`src/rtl/fpe_pkg.sv`:
```
// shared constants and controller/datapath interface types
package fpe_pkg;

	localparam int FRAC_BITS_DEF = 16;
	localparam int PLANE_COUNT   = 6;
	localparam int COL_W         = 32;
	localparam int PLANE_W       = 3;
	localparam int SEL_W         = 2;
	localparam int SQRT_STEPS    = 32;

	typedef struct packed {
		logic               wr_row;
		logic               load;
		logic [PLANE_W-1:0] plane;
		logic               clear;
		logic               norm;
		logic               mul;
		logic               sqrt_start;
		logic               sqrt_step;
		logic               div_start;
		logic               div_step;
		logic               div_save;
		logic [SEL_W-1:0]   sel;
	} cmd_t;

	typedef struct packed {
		logic zero;
		logic norm_done;
		logic sqrt_done;
		logic div_done;
	} sts_t;

endpackage

```
`src/rtl/fpe_ctrl.sv`:
```
// controller state machine sequencing load, normalize, multiply, square root, divide and output
module fpe_ctrl (
	input  logic          clk,
	input  logic          arst_n,
	input  logic          s_tvalid,
	input  logic          s_tlast,
	output logic          s_tready,
	output logic          m_tvalid,
	input  logic          m_tready,
	input  fpe_pkg::sts_t sts,
	output fpe_pkg::cmd_t cmd
);

	localparam logic [3:0] ST_IDLE   = 4'd0;
	localparam logic [3:0] ST_LOAD   = 4'd1;
	localparam logic [3:0] ST_CHECK  = 4'd2;
	localparam logic [3:0] ST_NORM   = 4'd3;
	localparam logic [3:0] ST_MUL    = 4'd4;
	localparam logic [3:0] ST_SQRT_S = 4'd5;
	localparam logic [3:0] ST_SQRT   = 4'd6;
	localparam logic [3:0] ST_DIV_S  = 4'd7;
	localparam logic [3:0] ST_DIV    = 4'd8;
	localparam logic [3:0] ST_OUT    = 4'd9;

	localparam logic [fpe_pkg::SEL_W-1:0] SEL_LAST = '1;
	localparam logic [fpe_pkg::PLANE_W-1:0] PLANE_LAST =
		fpe_pkg::PLANE_W'(fpe_pkg::PLANE_COUNT - 1);

	logic [3:0]                   state_q, state_d;
	logic [fpe_pkg::SEL_W-1:0]    sel_q, sel_d;
	logic [fpe_pkg::PLANE_W-1:0]  plane_q, plane_d;

	always_ff @(posedge clk or negedge arst_n) begin
		if (!arst_n) begin
			state_q <= ST_IDLE;
			sel_q   <= '0;
			plane_q <= '0;
		end else begin
			state_q <= state_d;
			sel_q   <= sel_d;
			plane_q <= plane_d;
		end
	end

	always_comb begin
		state_d  = state_q;
		sel_d    = sel_q;
		plane_d  = plane_q;
		cmd      = '0;
		cmd.plane = plane_q;
		cmd.sel  = sel_q;
		s_tready = 1'b0;
		m_tvalid = 1'b0;
		case (state_q)
			ST_IDLE: begin
				s_tready = 1'b1;
				if (s_tvalid) begin
					cmd.wr_row = 1'b1;
					if (s_tlast) begin
						plane_d = '0;
						state_d = ST_LOAD;
					end
				end
			end
			ST_LOAD: begin
				cmd.load = 1'b1;
				state_d  = ST_CHECK;
			end
			ST_CHECK: begin
				if (sts.zero) begin
					cmd.clear = 1'b1;
					state_d   = ST_OUT;
				end else begin
					state_d = ST_NORM;
				end
			end
			ST_NORM: begin
				if (sts.norm_done) begin
					sel_d   = '0;
					state_d = ST_MUL;
				end else begin
					cmd.norm = 1'b1;
				end
			end
			ST_MUL: begin
				cmd.mul = 1'b1;
				sel_d   = sel_q + 1'b1;
				if (sel_q == SEL_LAST) begin
					state_d = ST_SQRT_S;
				end
			end
			ST_SQRT_S: begin
				cmd.sqrt_start = 1'b1;
				state_d        = ST_SQRT;
			end
			ST_SQRT: begin
				if (sts.sqrt_done) begin
					sel_d   = '0;
					state_d = ST_DIV_S;
				end else begin
					cmd.sqrt_step = 1'b1;
				end
			end
			ST_DIV_S: begin
				cmd.div_start = 1'b1;
				state_d       = ST_DIV;
			end
			ST_DIV: begin
				if (sts.div_done) begin
					cmd.div_save = 1'b1;
					sel_d        = sel_q + 1'b1;
					state_d      = (sel_q == SEL_LAST) ? ST_OUT : ST_DIV_S;
				end else begin
					cmd.div_step = 1'b1;
				end
			end
			ST_OUT: begin
				m_tvalid = 1'b1;
				if (m_tready) begin
					if (plane_q == PLANE_LAST) begin
						state_d = ST_IDLE;
					end else begin
						plane_d = plane_q + 1'b1;
						state_d = ST_LOAD;
					end
				end
			end
			default: begin
				state_d = ST_IDLE;
			end
		endcase
	end

endmodule

```
`src/rtl/fpe_datapath.sv`:
```
// matrix store, plane sums, normalizer, multiplier, square root and divider
module fpe_datapath #(
	parameter int FRAC_BITS = fpe_pkg::FRAC_BITS_DEF
) (
	input  logic                          clk,
	input  logic                          arst_n,
	input  fpe_pkg::cmd_t                 cmd,
	input  logic [1:0]                    row_index,
	input  logic [4*fpe_pkg::COL_W-1:0]   row_data,
	output fpe_pkg::sts_t                 sts,
	output logic [4*fpe_pkg::COL_W-1:0]   res_data,
	output logic [fpe_pkg::PLANE_W-1:0]   plane_index,
	output logic                          degenerate
);

	localparam int DIV_BASE = 33 + FRAC_BITS;
	localparam int DIV_MAX  = DIV_BASE + 30;
	localparam int CW       = $clog2(DIV_MAX + 1);
	localparam int SCW      = $clog2(fpe_pkg::SQRT_STEPS + 1);

	logic [31:0] mat_q [4][4];
	logic [32:0] mag_q [4];
	logic        neg_q [4];
	logic signed [5:0] sh_q;
	logic [fpe_pkg::PLANE_W-1:0] plane_q;
	logic [61:0] prod_q;
	logic [63:0] acc_q;
	logic [63:0] rad_q;
	logic [32:0] rem_q;
	logic [31:0] root_q;
	logic [SCW-1:0] scnt_q;
	logic [32:0] numsh_q;
	logic [31:0] drem_q;
	logic [31:0] quo_q;
	logic        ovf_q;
	logic [CW-1:0] dcnt_q;
	logic [31:0] res_q [4];

	logic [32:0] mag_d [4];
	logic        neg_d [4];
	logic [32:0] mmax;
	logic [32:0] m01;
	logic [34:0] srem2;
	logic [34:0] strial;
	logic [32:0] drem2;
	logic        dge;
	logic        big;
	logic [31:0] sat_val;
	logic        sub;
	logic [1:0]  krow;

	always_comb begin
		logic [32:0] a;
		logic [32:0] b;
		logic [32:0] v;
		sub  = (cmd.plane == 3'd0) || (cmd.plane == 3'd3) || (cmd.plane == 3'd4);
		krow = cmd.plane[2:1];
		for (int c = 0; c < 4; c++) begin
			a = {mat_q[3][c][31], mat_q[3][c]};
			b = {mat_q[krow][c][31], mat_q[krow][c]};
			v = sub ? (a - b) : (a + b);
			neg_d[c] = v[32];
			mag_d[c] = v[32] ? (~v + 33'd1) : v;
		end
	end

	assign m01  = (mag_q[0] > mag_q[1]) ? mag_q[0] : mag_q[1];
	assign mmax = (m01 > mag_q[2]) ? m01 : mag_q[2];

	assign srem2  = {rem_q[32:0], rad_q[63:62]};
	assign strial = {1'b0, root_q, 2'b01};

	assign drem2 = {drem_q, numsh_q[32]};
	assign dge   = drem2 >= {1'b0, root_q};

	assign big     = ovf_q | quo_q[31];
	assign sat_val = neg_q[cmd.sel] ? (big ? 32'h8000_0000 : (~quo_q + 32'd1))
	                                : (big ? 32'h7FFF_FFFF : quo_q);

	assign sts.zero      = (mmax == 33'd0);
	assign sts.norm_done = (mmax[32:31] == 2'b00) && mmax[30];
	assign sts.sqrt_done = (scnt_q == SCW'(fpe_pkg::SQRT_STEPS));
	assign sts.div_done  = (dcnt_q == '0);

	always_ff @(posedge clk or negedge arst_n) begin
		if (!arst_n) begin
			for (int r = 0; r < 4; r++) begin
				for (int c = 0; c < 4; c++) begin
					mat_q[r][c] <= '0;
				end
			end
			scnt_q <= '0;
			dcnt_q <= '0;
		end else begin
			if (cmd.wr_row) begin
				for (int c = 0; c < 4; c++) begin
					mat_q[row_index][c] <= row_data[c*32 +: 32];
				end
			end
			if (cmd.sqrt_start) begin
				scnt_q <= '0;
			end else if (cmd.sqrt_step) begin
				scnt_q <= scnt_q + 1'b1;
			end
			if (cmd.div_start) begin
				dcnt_q <= (cmd.sel == 2'd3) ? (CW'(DIV_BASE) + CW'(sh_q)) : CW'(DIV_BASE);
			end else if (cmd.div_step) begin
				dcnt_q <= dcnt_q - 1'b1;
			end
		end
	end

	always_ff @(posedge clk) begin
		if (cmd.load) begin
			for (int c = 0; c < 4; c++) begin
				mag_q[c] <= mag_d[c];
				neg_q[c] <= neg_d[c];
			end
			sh_q    <= '0;
			plane_q <= cmd.plane;
			prod_q  <= '0;
			acc_q   <= '0;
		end
		if (cmd.norm) begin
			if (mmax[32:31] != 2'b00) begin
				for (int c = 0; c < 3; c++) begin
					mag_q[c] <= mag_q[c] >> 1;
				end
				sh_q <= sh_q - 6'sd1;
			end else begin
				for (int c = 0; c < 3; c++) begin
					mag_q[c] <= mag_q[c] << 1;
				end
				sh_q <= sh_q + 6'sd1;
			end
		end
		if (cmd.mul) begin
			prod_q <= (cmd.sel == 2'd3) ? 62'd0 : (mag_q[cmd.sel][30:0] * mag_q[cmd.sel][30:0]);
			acc_q  <= acc_q + {2'b00, prod_q};
		end
		if (cmd.sqrt_start) begin
			rad_q  <= acc_q;
			rem_q  <= '0;
			root_q <= '0;
		end else if (cmd.sqrt_step) begin
			rad_q <= rad_q << 2;
			if (srem2 >= strial) begin
				rem_q  <= 33'(srem2 - strial);
				root_q <= {root_q[30:0], 1'b1};
			end else begin
				rem_q  <= srem2[32:0];
				root_q <= {root_q[30:0], 1'b0};
			end
		end
		if (cmd.div_start) begin
			numsh_q <= mag_q[cmd.sel];
			drem_q  <= '0;
			quo_q   <= '0;
			ovf_q   <= 1'b0;
		end else if (cmd.div_step) begin
			numsh_q <= numsh_q << 1;
			drem_q  <= dge ? 32'(drem2 - {1'b0, root_q}) : drem2[31:0];
			quo_q   <= {quo_q[30:0], dge};
			ovf_q   <= ovf_q | quo_q[31];
		end
		if (cmd.clear) begin
			for (int c = 0; c < 4; c++) begin
				res_q[c] <= '0;
			end
		end
		if (cmd.div_save) begin
			res_q[cmd.sel] <= sat_val;
		end
	end

	assign res_data    = {res_q[3], res_q[2], res_q[1], res_q[0]};
	assign plane_index = plane_q;
	assign degenerate  = sts.zero;

endmodule

```
`src/rtl/frustum_plane_extractor.sv`:
```
// top level of the frustum plane extractor: controller plus datapath
//
// Input stream: one word per matrix row. s_tuser selects the row (0 to 3),
// s_tdata carries its four signed Q16.16 entries, s_tlast marks the final
// row of a matrix. Rows not written since reset read as zero.
// After a word with s_tlast the block emits six plane words on the output
// stream in the order right, left, bottom, top, far, near; m_tlast marks the
// sixth. Each plane is normalized by the length of its xyz normal.
// Sequence: a row without s_tlast is written and the block stays ready for
// the next row. Each plane is then loaded and tested, normalized, its squared
// xyz terms multiplied and summed, and its length found by the square root;
// the four coefficients are divided by that length one after another, and
// the plane word is output. The square root and the divider make one bit per
// cycle. A degenerate plane goes from the test straight to the output.
// s_tready is low from the final row until the sixth plane is taken.
// A stalled receiver holds the current plane word; work resumes once taken.
// Reset clears the matrix to zero and returns the block to accepting rows.
module frustum_plane_extractor #(
	parameter int FRAC_BITS = fpe_pkg::FRAC_BITS_DEF
) (
	input  logic         clk,
	input  logic         arst_n,
	input  logic         s_tvalid,
	output logic         s_tready,
	input  logic [127:0] s_tdata,  // col0_value, col1_value, col2_value, col3_value
	input  logic [1:0]   s_tuser,  // row_index
	input  logic         s_tlast,
	output logic         m_tvalid,
	input  logic         m_tready,
	output logic [127:0] m_tdata,  // normal_x, normal_y, normal_z, offset_w
	output logic [3:0]   m_tuser,  // plane_index, degenerate
	output logic         m_tlast
);

	fpe_pkg::cmd_t                cmd;
	fpe_pkg::sts_t                sts;
	logic [fpe_pkg::PLANE_W-1:0]  plane_index;
	logic                         degenerate;

	fpe_ctrl u_ctrl (
		.clk      (clk),
		.arst_n   (arst_n),
		.s_tvalid (s_tvalid),
		.s_tlast  (s_tlast),
		.s_tready (s_tready),
		.m_tvalid (m_tvalid),
		.m_tready (m_tready),
		.sts      (sts),
		.cmd      (cmd)
	);

	fpe_datapath #(
		.FRAC_BITS (FRAC_BITS)
	) u_dp (
		.clk         (clk),
		.arst_n      (arst_n),
		.cmd         (cmd),
		.row_index   (s_tuser),
		.row_data    (s_tdata),
		.sts         (sts),
		.res_data    (m_tdata),
		.plane_index (plane_index),
		.degenerate  (degenerate)
	);

	assign m_tuser = {degenerate, plane_index};
	assign m_tlast = (plane_index == fpe_pkg::PLANE_W'(fpe_pkg::PLANE_COUNT - 1));

endmodule

```
`config.mk`:
```
export PLATFORM = sky130hd
export DESIGN_NAME = frustum_plane_extractor
export DESIGN_NICKNAME = d
export VERILOG_FILES = /design/src/rtl/fpe_pkg.sv /design/src/rtl/fpe_ctrl.sv /design/src/rtl/fpe_datapath.sv /design/src/rtl/frustum_plane_extractor.sv
export SDC_FILE = /design/constraint.sdc
export NUM_CORES = 2
export LEC_CHECK = 0
export BUFFER_PORTS_ARGS = -buffer_cell sky130_fd_sc_hd__buf_2
export CORE_ASPECT_RATIO = 1.1
export CORE_MARGIN = 2
export CORE_UTILIZATION = 50
export CTS_CLUSTER_DIAMETER = 40
export DETAILED_ROUTE_END_ITERATION = 16
export MAX_ROUTING_LAYER = met4
export PLACE_DENSITY = 0.63
export SETUP_SLACK_MARGIN = 0.02
export SKIP_CTS_REPAIR_TIMING = 1
export SLEW_MARGIN = 20
export SYNTH_ARGS = -nofsm -noshare
export SYNTH_HDL_FRONTEND = slang
export SYNTH_SLANG_ARGS = --single-unit
export TNS_END_PERCENT = 100
```
`constraint.sdc`:
```
create_clock -name clk -period 13.8 [get_ports clk]
set_input_delay 2.76 -clock clk [delete_from_list [all_inputs] [get_ports clk]]
set_output_delay 2.76 -clock clk [all_outputs]
set_load 0.03 [all_outputs]
```
After elaboration in Yosys (flattened, before gate mapping)
Memory sizes are Yosys's and may differ from the RTL's.
Cells that the tools add are included.

cells by class
  add/subtract/negate cells = 23
  magnitude comparators = 7
  equal/unequal tests = 23
  reductions and logical operators = 20
  bitwise gates (word level) = 14
  mux-type cells = 106
  $mul = 1

operator list
  cell                   count
  $bwmux 512             4
  $demux 128 s2          4
  $mux 33                19
  $mux 128               3
  $mux 64                5
  $bmux 128 s2           1
  $mux 32                6
  $mux 62                3
  $add 32x32->33         4
  $add 33x1->33 const B  4
  $not 33->33            4
  $sub 32x32->33         4
  $mux 96                1
  $gt 33x33->1           2
  $add 64x62->64         1
  $mul 31x31->62         1
  $pmux 4 s10            1
  $mux 4                 9
  $ge 35x34->1           1
  $ge 33x32->1           1
  $logic_not 33->1       1
  $sub 33x33->33         1
  $add 32x1->32 const B  1
  $not 32->32            1
  other kinds (41)       112

storage, ports and cells
  memories = 3
  logic and storage cells = 229
  bits in writable memories = 264
  input bits = 135
  output and inout port bits = 135
  register bits = 896

memory list
  name        words  bits a word  read ports  clocked after memory_dff  wr ports  RTL line            source
  u_dp.mag_q  4      33           4           0                         4         fpe_datapath.sv:22  logic [32:0] mag_q [4];
  u_dp.res_q  4      32           4           0                         4         fpe_datapath.sv:37  logic [31:0] res_q [4];
  u_dp.neg_q  4      1            1           0                         4         fpe_datapath.sv:23  logic neg_q [4];

Longest topological paths before layout
An unclocked memory read counts as a cell.

  depth after elaboration = 13
  gate-level depth with buffers = 39
  mapped depth without buffers = 35

Modules after synthesis
A second synthesis with hierarchy kept.

second synthesis, totals
  cell total of the unflattened synthesis = 9,822
  area total of the unflattened synthesis = 98,887.3 µm²

modules (own cells, without submodules)
  module                   instances  area an instance (µm²)  cells an instance
  fpe_datapath             1          98,132.9                9,736
  fpe_ctrl                 1          738.2                   84
  frustum_plane_extractor  1          16.3                    2

Least setup slack after synthesis
No wires, ideal clock.

  kind = reg2reg
  from = register u_ctrl.sel_q[1] (netlist name)
  to = register u_dp.prod_q[57] (data pin)
  clock period less this slack = 9,485 ps
  cell stages (with the launch flop) = 36
  library setup time = 266 ps
  path buffers = 6
  data arrival time = 9,219 ps
  slack = 4,315 ps
  path through = dfrtp_1 clkbuf_1 clkbuf_1 clkbuf_1 buf_1 o211ai_1 o21ai_0 clkbuf_1 clkbuf_1 nor2_1 fa_1 fa_1 fa_1 inv_1 fa_1 inv_1 fa_1 inv_1 fa_1 inv_1 fa_1 inv_1 fa_1 inv_1 ha_1 and3_1 a221oi_1 a21oi_1 o31ai_1 a21oi_1 o21ai_0 o211ai_1 a31o_2 o41ai_1 xor2_1 nor2_1

on the way
  cells in the longest elaborated chain, start to end = 4
  elaborated cells on any way between the ends = 5

ends and longest elaborated chain
  what                    RTL line             source
  start, declared         fpe_ctrl.sv:30       logic [fpe_pkg::SEL_W-1:0] sel_q, sel_d;
  start signal, assigned  fpe_ctrl.sv:40       sel_q <= sel_d;
  $mem_v2 4x33            --
  $mul 31x31->62          fpe_datapath.sv:138  prod_q <= (cmd.sel == 2'd3) ? 62'd0 : (mag_q[cmd.sel][30:0] * mag_q[cmd.sel][30:0]);
  $mux 62 (*)             fpe_datapath.sv:138
  $mux 62 (*)             fpe_datapath.sv:137  if (cmd.mul) begin
  end signal, assigned    fpe_datapath.sv:138
  end, declared           fpe_datapath.sv:26   logic [61:0] prod_q;

Every way passes the cells marked *; elsewhere a longest branch is shown, timed or not.
A chain may end at the register's enable or synchronous reset.

Final worst setup path
  from = register u_ctrl.sel_q[1] (netlist name)
  to = register u_dp.prod_q[60] (data pin)

The elaborated chain is that of the path after synthesis.

==> run metrics <==
status=finished clean; Gate Count Post-Synth=9,751; Max clock buf depth=3; most instantiated flip-flop cell in the synthesis netlist=dfrtp_1; DP HPWL=201 mm; number of max-slew violations in the final report=0; synthesis-to-finish area growth=10.9%; mean instance size in the synthesized netlist=9.92 um^2; # Max-Cap Violations=0; leading post-synthesis cells by cell area=fa_1 16%, edfxtp_1 15%, dfrtp_1 14%; WL per Instance=21.4 um; clock period minus final worst setup slack=11.38 ns; global-route usage over all layers=28.3%; maximum operating frequency=0.0879 GHz; die area=197,000 um^2; largest net degree at the start of global routing=187; starting density of the core=50.2%; most used cell, CP=fa_1; post-CTS clock slew at the launch and capture registers of the worst setup and hold paths=0.05 ns; hold_ws=0.454 ns; Distinct cells, synth=98; slowest cell on the critical path=a2111oi_0; number of fill cells in the layout=17,000; kind of cell with the highest combined delay on the critical path=adder cells; drt initial violations=4,948; cell type with the highest aggregate area in the netlist=fa_1; final net count=11,400; first drt pass iteration count=6; core area=193,000 um^2; fraction of synthesized cell area in xor and xnor cells=4.91%; post-synthesis sequential area ratio=31.8%; count of antenna-violating nets left after detailed routing=0; fraction of registers with async set/reset=46.1%; arrival time at the worst endpoint=11.97 ns; vias in the first global route=74,600; final-layout setup total negative slack=0 ns; category of the worst setup path capture point=flip-flop; Post-synth EDFFs=493; total standard cell area after synthesis=96,800 um^2; I/O pins=270; post-route cell area=107,000 um^2; normalized max-slew margin=20.9%; die span in y=465 um; stage delay of the slowest cell on the critical path=0.96 ns; yosys synthesis warning count=0; width of the die=423 um; Final Cycle Share=82.4%; depth of the CTS H-tree=4; Synth Register Bits=1,159; layout cells sized above 1=15.0%; clock insertion delay at the later pin of the skew report=0.87 ns; count of clock tree sinks=1,159; Placer Congestion=0.975; WP buf/inv=8; total global routing overflow=0; post-detailed-placement cell area=101,000 um^2; global-route wire length before repair=426 mm; Via Count=72,600; Remaining DRCs=0; number of buffers created by CTS=183; share of Yosys cell area claimed by the top area cell type=15.7%; Cell Rows=169; IO Port Bufs=269; clock tree from TritonCTS=done; initial antenna violation count=19; final setup vio count=0; kind of launch point of the worst setup path=flip-flop; drt total wl=270 mm; share of synthesized cell area in full adder, half adder and majority cells=23.4%; final standard cell utilization of the core=55.7%; type of the most critical hold path=reg -> reg; required time at the worst-slack endpoint=14.39 ns; maximum fanout count along the critical path=71; library cell used as clock root buffer=clkbuf_16; clock skew=0.0710 ns; net count after synthesis=11,200; post-synthesis compound-gate area fraction=11.7%; Worst-Margin Slew=1.18 ns; main combinational cell family by area after synthesis=adder cells; simple-gate area share of the yosys netlist=12.1%; mux cell area share after synthesis=9.88%; via density per instance=5.75; unrepaired setup endpoints after global routing=false; count of final hold-check violations=0; critical path class=reg -> reg
[sequential cells by signal, summed over array words and instances, names as in the netlist, 33 cells and up]
register and cells:
u_dp.mat_q 512, u_dp.mag_q 132, u_dp.res_q 128, u_dp.acc_q 64, u_dp.rad_q 64, u_dp.prod_q 61
u_dp.numsh_q 33, u_dp.rem_q 33
[worst min-delay path, cell delays in order (launching register included)]
cell and delay [ns]:
dfxtp_1 0.30, nand2_1 0.05, a21oi_1 0.05
[worst paths after layout]
path	slack, ns	end	from	cells after the start
min reg2reg	0.45	u_dp.root_q[31]	u_dp.root_q[31]	2
max in group asynchronous	9.44	u_ctrl.plane_q[1]	arst_n	4
max reg2reg	2.42	u_dp.prod_q[60]	u_ctrl.sel_q[1]	31
min in group asynchronous	1.87	u_dp.mat_q[215]	arst_n	1
max	2.42	u_dp.prod_q[60]	u_ctrl.sel_q[1]	31
min	0.45	u_dp.root_q[31]	u_dp.root_q[31]	2
[cell usage in the layout, fill, tap and decap left out, drive strengths merged, types with 20 or more instances in the layout]
master / instances
xnor2: 314
nor3: 140
buf: 388
inv: 1140
diode: 20
nor4: 63
o31ai: 52
clkbuf: 213
a21o: 187
ha: 595
nand2: 955
clkinv: 68
dfxtp: 132
and3: 67
edfxtp: 493
dfrtp: 534
o221ai: 29
and2: 38
nor2: 833
nor2b: 60
mux4: 130
nand2b: 53
nand4: 64
a21boi: 21
a211oi: 48
a21oi: 512
a22oi: 68
o211ai: 52
o21bai: 42
xor2: 229
bufinv: 20
or2: 28
o21ai: 491
nand3: 177
mux2: 574
fa: 760
or3: 48
o21a: 85
a31oi: 51
[layer usage]
| layer | share of wire, % | GRT usage [%] |
|---|---|---|
| met2 | 48 | 46.5 |
| met4 | 3.7 | 9.76 |
| met5 | 0 | - |
| met1 | 42 | 35.6 |
| met3 | 5.9 | 4.44 |
[cells in the mapped netlist (all sizes together), types with 48 or more instances]
master / instances
a211oi: 48
a21o: 187
a21oi: 512
a22oi: 68
a31oi: 51
and3: 67
buf: 65
clkbuf: 376
dfrtp: 534
dfxtp: 132
edfxtp: 493
fa: 760
ha: 595
inv: 1102
mux2: 574
mux4: 130
nand2: 955
nand2b: 53
nand3: 177
nand4: 64
nor2: 833
nor2b: 60
nor3: 140
nor4: 63
o211ai: 52
o21a: 85
o21ai: 491
o31ai: 52
or3: 48
xnor2: 314
xor2: 229
[kinds of logic after synthesis]
| logic type | Yosys count |
|---|---|
| buf+inv | 1551 |
| xor+xnor | 543 |
| mux | 720 |
| flops | 1159 |
| compound gates | 1810 |
| fa+ha+maj | 1355 |
| simple gates | 2613 |
[stage by stage]
step | worst slack [ns] | instances
2_1_floorplan | 4.32 | 9751
3_3_place_gp | 2.59 | 12300
3_5_place_dp | 2.50 | 12300
4_1_cts | 2.49 | 12600
5_1_grt | 2.02 | 12600
6_report | 2.42 | 12600
[area by class of cell]
cell class,instances,area [um^2],share of cell area (%)
Multi-Input combinational cell,7041,60200,56.1
Tap cell,2565,3210,2.99
Timing Repair Buffer,388,2310,2.15
Inverter,1110,4170,3.88
Antenna cell,20,50.0,0.0467
Clock buffer,213,4800,4.48
Sequential cell,1159,30800,28.7
Clock inverter,131,1700,1.58
Power is left out: the tool's default activity adds up to more than one toggle a clock period on the data nets, which glitch-free logic cannot reach.
